$ cat config.mk
export PLATFORM = sky130hd
export DESIGN_NAME = spi_frame_recognizer_crc16_top
export DESIGN_NICKNAME = d
export VERILOG_FILES = /design/src/rtl/core/sfr_pkg.sv /design/src/rtl/core/sfr_crc16.sv /design/src/rtl/core/sfr_engine.sv /design/src/rtl/core/spi_frame_recognizer_crc16_top.sv
export SDC_FILE = /design/constraint.sdc
export NUM_CORES = 1
export LEC_CHECK = 0
export ABC_AREA = 0
export BUFFER_PORTS_ARGS = -buffer_cell sky130_fd_sc_hd__buf_2
export CORE_MARGIN = 2
export CORE_UTILIZATION = 50
export DETAILED_ROUTE_END_ITERATION = 8
export PLACE_DENSITY = 0.73
export SYNTH_ARGS = -nofsm -noshare
export SYNTH_HDL_FRONTEND = slang
export SYNTH_SLANG_ARGS = --single-unit
$ cat constraint.sdc
create_clock -name clk -period 6.5 [get_ports clk]
set_clock_uncertainty 0.05 [all_clocks]
set_input_delay 0.975 -clock clk [delete_from_list [all_inputs] [get_ports clk]]
set_output_delay 0.975 -clock clk [all_outputs]
set_load 0.01 [all_outputs]
$ cat src/rtl/core/sfr_pkg.sv
package sfr_pkg;

  localparam int WORD_W      = 16;
  localparam int OUT_CNT_W   = 32;
  localparam int COUNT_WIDTH = 32;
  localparam int CFG_ADDR_W  = 8;
  localparam int IN_TDATA_W  = 16;
  localparam int OUT_TDATA_W = 104;

  localparam logic [WORD_W-1:0] FRAME_OVERHEAD = 16'd4;

  localparam logic [WORD_W-1:0] RST_HEADER_MAGIC = 16'h0000;
  localparam logic [WORD_W-1:0] RST_MAX_LEN      = 16'd256;
  localparam logic [WORD_W-1:0] RST_CRC_POLY     = 16'h1021;
  localparam logic [WORD_W-1:0] RST_CRC_SEED     = 16'hFFFF;

  typedef enum logic [CFG_ADDR_W-1:0] {
    REG_HEADER_MAGIC = 8'd0,
    REG_MAX_LEN      = 8'd1,
    REG_CRC_POLY     = 8'd2,
    REG_CRC_SEED     = 8'd3
  } reg_idx_t;

  typedef enum logic [1:0] {
    PH_IDLE    = 2'd0,
    PH_COLLECT = 2'd1,
    PH_GOOD    = 2'd2,
    PH_BAD     = 2'd3
  } phase_t;

  typedef enum logic [1:0] {
    ST_OK      = 2'd0,
    ST_BAD_LEN = 2'd1,
    ST_BAD_CRC = 2'd2
  } status_t;

  typedef struct packed {
    logic [WORD_W-1:0] header_magic;
    logic [WORD_W-1:0] max_payload_len;
    logic [WORD_W-1:0] crc_poly;
    logic [WORD_W-1:0] crc_seed;
  } cfg_t;

  typedef struct packed {
    status_t              status;
    logic                 frame_good;
    logic                 in_frame;
    logic [WORD_W-1:0]    command;
    logic [WORD_W-1:0]    declared_len;
    logic [OUT_CNT_W-1:0] good_frames;
    logic [OUT_CNT_W-1:0] bad_frames;
  } result_t;

endpackage

$ cat src/rtl/core/sfr_crc16.sv
module sfr_crc16 (
  input  logic [sfr_pkg::WORD_W-1:0] crc_in,
  input  logic [sfr_pkg::WORD_W-1:0] word,
  input  logic [sfr_pkg::WORD_W-1:0] poly,
  output logic [sfr_pkg::WORD_W-1:0] crc_out
);

  // Word-at-a-time MSB-first CRC: fold the word in, then sixteen shift steps.
  always_comb begin
    logic [sfr_pkg::WORD_W-1:0] c;
    c = crc_in ^ word;
    for (int b = 0; b < sfr_pkg::WORD_W; b++) begin
      if (c[sfr_pkg::WORD_W-1]) begin
        c = {c[sfr_pkg::WORD_W-2:0], 1'b0} ^ poly;
      end else begin
        c = {c[sfr_pkg::WORD_W-2:0], 1'b0};
      end
    end
    crc_out = c;
  end

endmodule

$ cat src/rtl/core/sfr_engine.sv
module sfr_engine #(
  parameter int COUNT_WIDTH = sfr_pkg::COUNT_WIDTH
) (
  input  logic                       clk,
  input  logic                       rst_n,
  input  logic                       step,
  input  logic [sfr_pkg::WORD_W-1:0] word,
  input  sfr_pkg::cfg_t              cfg,
  output sfr_pkg::result_t           result
);

  sfr_pkg::phase_t              phase_r, phase_nxt;
  logic [sfr_pkg::WORD_W-1:0]   pos_r, pos_nxt;
  logic [sfr_pkg::WORD_W-1:0]   total_r, total_nxt;
  logic [sfr_pkg::WORD_W-1:0]   cmd_r, cmd_nxt;
  logic [sfr_pkg::WORD_W-1:0]   len_r, len_nxt;
  logic [sfr_pkg::WORD_W-1:0]   crc_r, crc_nxt;
  logic [COUNT_WIDTH-1:0]       good_cnt_r, good_cnt_nxt;
  logic [COUNT_WIDTH-1:0]       bad_cnt_r, bad_cnt_nxt;

  logic [sfr_pkg::WORD_W-1:0]   crc_base;
  logic [sfr_pkg::WORD_W-1:0]   crc_upd;
  logic [sfr_pkg::WORD_W-1:0]   last_pos;
  sfr_pkg::status_t             status_c;
  logic                         good_c;

  // Outside a frame the CRC restarts from the seed.
  assign crc_base = (phase_r == sfr_pkg::PH_COLLECT) ? crc_r : cfg.crc_seed;
  assign last_pos = total_r - 16'd1;

  sfr_crc16 u_crc (
    .crc_in  (crc_base),
    .word    (word),
    .poly    (cfg.crc_poly),
    .crc_out (crc_upd)
  );

  // Next state
  always_comb begin
    phase_nxt    = phase_r;
    pos_nxt      = pos_r;
    total_nxt    = total_r;
    cmd_nxt      = cmd_r;
    len_nxt      = len_r;
    crc_nxt      = crc_r;
    good_cnt_nxt = good_cnt_r;
    bad_cnt_nxt  = bad_cnt_r;
    status_c     = sfr_pkg::ST_OK;
    good_c       = 1'b0;
    if (phase_r != sfr_pkg::PH_COLLECT) begin
      if (word == cfg.header_magic) begin
        phase_nxt = sfr_pkg::PH_COLLECT;
        pos_nxt   = 16'd1;
        total_nxt = '0;
        cmd_nxt   = '0;
        len_nxt   = '0;
        crc_nxt   = crc_upd;
      end
    end else if (pos_r == 16'd1) begin
      cmd_nxt = word;
      crc_nxt = crc_upd;
      pos_nxt = 16'd2;
    end else if (pos_r == 16'd2) begin
      len_nxt = word;
      if (word > cfg.max_payload_len) begin
        phase_nxt   = sfr_pkg::PH_BAD;
        status_c    = sfr_pkg::ST_BAD_LEN;
        bad_cnt_nxt = (&bad_cnt_r) ? bad_cnt_r : bad_cnt_r + 1'b1;
      end else begin
        total_nxt = sfr_pkg::FRAME_OVERHEAD + word;
        crc_nxt   = crc_upd;
        pos_nxt   = 16'd3;
      end
    end else if (pos_r < last_pos) begin
      crc_nxt = crc_upd;
      pos_nxt = pos_r + 16'd1;
    end else begin
      pos_nxt = pos_r + 16'd1;
      if (crc_r == word) begin
        phase_nxt    = sfr_pkg::PH_GOOD;
        good_c       = 1'b1;
        good_cnt_nxt = (&good_cnt_r) ? good_cnt_r : good_cnt_r + 1'b1;
      end else begin
        phase_nxt   = sfr_pkg::PH_BAD;
        status_c    = sfr_pkg::ST_BAD_CRC;
        bad_cnt_nxt = (&bad_cnt_r) ? bad_cnt_r : bad_cnt_r + 1'b1;
      end
    end
  end

  // Result for this word
  always_comb begin
    result.status       = status_c;
    result.frame_good   = good_c;
    result.in_frame     = (phase_nxt == sfr_pkg::PH_COLLECT);
    result.command      = cmd_nxt;
    result.declared_len = len_nxt;
    result.good_frames  = sfr_pkg::OUT_CNT_W'(good_cnt_nxt);
    result.bad_frames   = sfr_pkg::OUT_CNT_W'(bad_cnt_nxt);
  end

  always_ff @(posedge clk) begin
    if (!rst_n) begin
      phase_r    <= sfr_pkg::PH_IDLE;
      pos_r      <= '0;
      total_r    <= '0;
      cmd_r      <= '0;
      len_r      <= '0;
      crc_r      <= '0;
      good_cnt_r <= '0;
      bad_cnt_r  <= '0;
    end else if (step) begin
      phase_r    <= phase_nxt;
      pos_r      <= pos_nxt;
      total_r    <= total_nxt;
      cmd_r      <= cmd_nxt;
      len_r      <= len_nxt;
      crc_r      <= crc_nxt;
      good_cnt_r <= good_cnt_nxt;
      bad_cnt_r  <= bad_cnt_nxt;
    end
  end

endmodule

$ cat src/rtl/core/spi_frame_recognizer_crc16_top.sv
// Channel  | Dir | Ports                          | Contents
// ---------+-----+--------------------------------+---------------------------------------
// in_      | in  | in_tvalid/in_tready/in_tdata   | 16-bit SPI word seen on the wire
// out_     | out | out_tvalid/out_tready/out_tdata| one status transaction per input word
// cfg_     | in  | cfg_we/cfg_addr/cfg_wdata      | register write, no read-back
//
// One word per clock sustained while out_tready stays high. A word is captured in
// the input register, runs combinationally through the frame FSM and the unrolled
// CRC-16 and lands in the output register once the output slot is free or draining;
// its result is then valid on the output and is taken when out_tready is high.
// Reset (synchronous, rst_n low) clears the FSM and the counters and returns
// the registers to their defaults. When out_tready is low the output holds;
// the input register then fills and in_tready drops until the output drains.
module spi_frame_recognizer_crc16_top #(
  parameter int COUNT_WIDTH = sfr_pkg::COUNT_WIDTH
) (
  input  logic                            clk,
  input  logic                            rst_n,
  // in_tdata: bus_word[15:0]
  input  logic                            in_tvalid,
  output logic                            in_tready,
  input  logic [sfr_pkg::IN_TDATA_W-1:0]  in_tdata,
  // out_tdata: status[1:0], frame_good[2], in_frame[3], command[19:4],
  //            declared_len[35:20], good_frames[67:36], bad_frames[99:68], zero[103:100]
  output logic                            out_tvalid,
  input  logic                            out_tready,
  output logic [sfr_pkg::OUT_TDATA_W-1:0] out_tdata,
  input  logic                            cfg_we,
  input  logic [sfr_pkg::CFG_ADDR_W-1:0]  cfg_addr,
  input  logic [sfr_pkg::WORD_W-1:0]      cfg_wdata
);

  sfr_pkg::cfg_t              cfg_r;
  logic                       s1_valid_r, s1_valid_nxt;
  logic [sfr_pkg::WORD_W-1:0] s1_word_r;
  logic                       out_valid_r, out_valid_nxt;
  sfr_pkg::result_t           out_res_r;
  sfr_pkg::result_t           res;
  logic                       in_accept;
  logic                       s1_adv;

  // Advance the captured word whenever the output slot is free or draining.
  assign s1_adv    = s1_valid_r && (!out_valid_r || out_tready);
  assign in_tready = !s1_valid_r || s1_adv;
  assign in_accept = in_tvalid && in_tready;

  assign s1_valid_nxt  = in_accept ? 1'b1 : (s1_adv ? 1'b0 : s1_valid_r);
  assign out_valid_nxt = s1_adv ? 1'b1 : (out_tready ? 1'b0 : out_valid_r);

  always_ff @(posedge clk) begin
    if (!rst_n) begin
      cfg_r.header_magic    <= sfr_pkg::RST_HEADER_MAGIC;
      cfg_r.max_payload_len <= sfr_pkg::RST_MAX_LEN;
      cfg_r.crc_poly        <= sfr_pkg::RST_CRC_POLY;
      cfg_r.crc_seed        <= sfr_pkg::RST_CRC_SEED;
    end else if (cfg_we) begin
      // Drop writes to unknown indexes.
      case (cfg_addr)
        sfr_pkg::REG_HEADER_MAGIC: cfg_r.header_magic    <= cfg_wdata;
        sfr_pkg::REG_MAX_LEN:      cfg_r.max_payload_len <= cfg_wdata;
        sfr_pkg::REG_CRC_POLY:     cfg_r.crc_poly        <= cfg_wdata;
        sfr_pkg::REG_CRC_SEED:     cfg_r.crc_seed        <= cfg_wdata;
        default: ;
      endcase
    end
  end

  always_ff @(posedge clk) begin
    if (!rst_n) begin
      s1_valid_r  <= 1'b0;
      out_valid_r <= 1'b0;
    end else begin
      s1_valid_r  <= s1_valid_nxt;
      out_valid_r <= out_valid_nxt;
    end
  end

  always_ff @(posedge clk) begin
    if (in_accept) begin
      s1_word_r <= in_tdata;
    end
    if (s1_adv) begin
      out_res_r <= res;
    end
  end

  sfr_engine #(
    .COUNT_WIDTH (COUNT_WIDTH)
  ) u_engine (
    .clk    (clk),
    .rst_n  (rst_n),
    .step   (s1_adv),
    .word   (s1_word_r),
    .cfg    (cfg_r),
    .result (res)
  );

  assign out_tvalid = out_valid_r;
  assign out_tdata  = {4'b0000,
                       out_res_r.bad_frames,
                       out_res_r.good_frames,
                       out_res_r.declared_len,
                       out_res_r.command,
                       out_res_r.in_frame,
                       out_res_r.frame_good,
                       out_res_r.status};

endmodule
==> run summary <==
die height: 208.7 um
Worst-Skew Late Latency: 530 ps
arrival time at the worst endpoint: 7610 ps
htree depth: 2
Max Slew Vio Count: 0
antenna violations before repair: 1
power density cells: 206.4 nW/um2
post-synthesis mux area share: 3.811%
Remaining DRCs: 0
top cells by area, synth: dfxtp_1 (20%), edfxtp_1 (17%), xnor2_1 (10%)
startpoint types: flop
YS warnings: 0
worst slew pin tran: 1147 ps
Top Ports: 151
Tot GR Track Use: 28.52%
RD Place Congestion: 0.9542
Hold WC Path Type: reg2reg
crit-path max cell delay: 570 ps
IO Port Bufs: 146
Total Neg Setup Slack: -10770 ps
minimum clock period after layout: 7277 ps
#FFs+latches synth: 328
worst vdd ir: 0.0001708 V
Req. time, crit path: 6830 ps
CTS root buf: clkbuf_16
final setup vio count: 16
fraction of registers with async set or reset after synthesis: 0%
ratio of cells with drive above 1 in the final layout: 26.37%
clock sink count: 328
wire per inst: 19.52 um
CTS tree: done
r2r endpoint: u_engine.crc_r[11]
Vias: 19670
post-synthesis xor/xnor area fraction: 17.13%
met3 wire len: 4198 um
LEAKAGE: 10.32 nW
CP Capture Type: flop
clock-pin slew on the worst setup and hold paths: 60 ps
metal2 WL: 31150 um
core area: 41110 um2
Max Cap Viol: 0
Area Overhead vs Synth: 27.21%
Synth Area in Adders: 2.270%
Final Total Pwr: 5.500 mW
hold_sp: u_engine.cmd_r[3]
# rows: 74
global-route wire length before repair: 101200 um
commonest cells in the netlist: nand2_1 (350), xnor2_1 (244), nor2_1 (239), dfxtp_1 (212), a21oi_1 (133)
EDFF count, synth: 116
TritonCTS buffer count: 34
Synth Area in Compound Gates: 14.51%
Nets: 2844
Min-Delay Endpoint: u_engine.cmd_r[3]
Setup Crit Path Kind: reg2reg
Synth cell types: 100
Max clock buf depth: 3
post-synthesis sequential area ratio: 36.89%
R2R depth: 30
Non-Filler Instances: 3319
Worst Path Max Fanout: 8
Post-DP HPWL: 45540 um
Vias/cell: 5.926
grt ovf: 0
Slew HR: 23.31%
CTS Hold Bufs: 0
Mapped Area: 20950 um2
Mapped Cells: 2436
period utilization: 111.9%
unrepaired setup endpoints after global routing: yes
failing checks: setup timing
Hold Vio Cnt, Final: 0
status: finished, violations left
largest family of logic cells by synthesized area: simple AND/OR/NAND/NOR gates
ant diodes: 0
number of global-route vias before repair: 18810
met1 WL: 26990 um
number of routed nets with antenna violations: 0
setup ws final: -776.7 ps
die area: 43550 um2
hold depth: 2
reg-to-reg startpoint: s1_word_r[14]
Highest Signal Layer: met4
largest net degree at the start of global routing: 102
Initial DRC Count: 1725
Yosys top cell area share: 20.26%
effective utilization at floorplan: 50.96%
syn_area_per_cell: 8.600 um2
Horiz. Die Dim: 208.7 um
Yosys top cell by area: dfxtp_1
Worst path slowest cell: or4_4
Max Clk Rate: 137.4 MHz
flop2flop setup slack: -780 ps
post-synthesis simple-gate area fraction: 21.11%
final wirelength: 64780 um
drt first pass iters: 7
Main synth FF type: dfxtp_1
DP Cell Count: 3210
most frequent cell after synthesis: nand2_1
## area by class of cell
cell class	instances	area, um2
well taps	532	665.6
fillers	3230	14460
inverters	48	187.7
clock buffers	47	1001
clock inverters	15	155.1
flip-flops and latches	328	7730
multi-input cells	1894	13660
repair buffers	455	3247
## worst max-delay path: cells and delay by family (launching register included)
kind	cells	cell delay [ps]
flops	1	470
buf+inv	6	870
simple gates	7	2260
xor+xnor	3	690
compound gates	14	2790
## worst max-delay path by stage
stage                  start            endpoint  cells past startpoint
2_1_floorplan  s1_word_r[14]   u_engine.crc_r[2]                     29
3_3_place_gp   s1_word_r[15]  u_engine.crc_r[15]                     28
3_5_place_dp   s1_word_r[14]  u_engine.crc_r[15]                     27
4_1_cts        s1_word_r[14]   u_engine.crc_r[7]                     29
5_1_grt        s1_word_r[14]  u_engine.crc_r[11]                     30
6_report       s1_word_r[14]  u_engine.crc_r[11]                     30
## layout by cell type, fill, tap and decap left out, types with 17 or more instances in the layout
master and instances:
a21oi_1 120, mux2i_1 66, buf_2 146, nand4_1 33, and2_1 17, nor2_1 233, or3_1 17, nand2_1 344
nor4_1 18, dfxtp_1 210, a22o_1 32, clkbuf_16 35, xor2_1 110, xnor2_1 228, buf_4 275, inv_1 43
a211oi_2 18, nand3_1 100, nand2b_1 26, o21ai_0 40, ha_1 38, edfxtp_1 116, nor3_1 40, buf_6 25
and3_1 32
## power by group
part / switching, mW / leakage, nW / internal (mW)
combinational: 0.693 / 6.96 / 0.622
clock: 0.831 / 0.577 / 1.17
sequential: 0.0240 / 2.78 / 2.16
## metrics by stage
stage	hold WS [ps]	util [%]	cell area [um2]	setup WS, ps
final	407.2	64.82	26650	-776.7
after global placement	391.7	58.60	24090	-747.5
after floorplan	386.0	-	21400	-300.3
after global routing	430.6	64.82	26650	-1057
after CTS	409.2	63.17	25970	-498.9
after detailed placement	401.0	58.60	24090	-834.2
## layer usage
metal  up-vias  GRT usage (%)
met3       169          3.021
met4         0          10.64
met5         -              0
li1       9184              -
met2       825          48.25
met1      9491          37.76
## what timing repair did
item	CTS	global route
buffers inserted	27	21
resized for setup	100	103
setup endpoints to repair	16	16
pin swaps	32	50
## kinds of logic after synthesis
kind of cell,count (synthesis)
compound gates,437
buf+inv,217
xor+xnor,378
flops,328
other cells,1
simple gates,960
fa+ha+maj,38
mux,77
## sequential cells by signal, summed over array words and instances, names as in the netlist, 16 cells and up
signal               flops
cfg_r                   64
out_tdata              100
s1_word_r               16
u_engine.bad_cnt_r      32
u_engine.cmd_r          16
u_engine.crc_r          16
u_engine.good_cnt_r     32
u_engine.len_r          16
u_engine.pos_r          16
u_engine.total_r        16
Power figures use the tool's default switching activity.
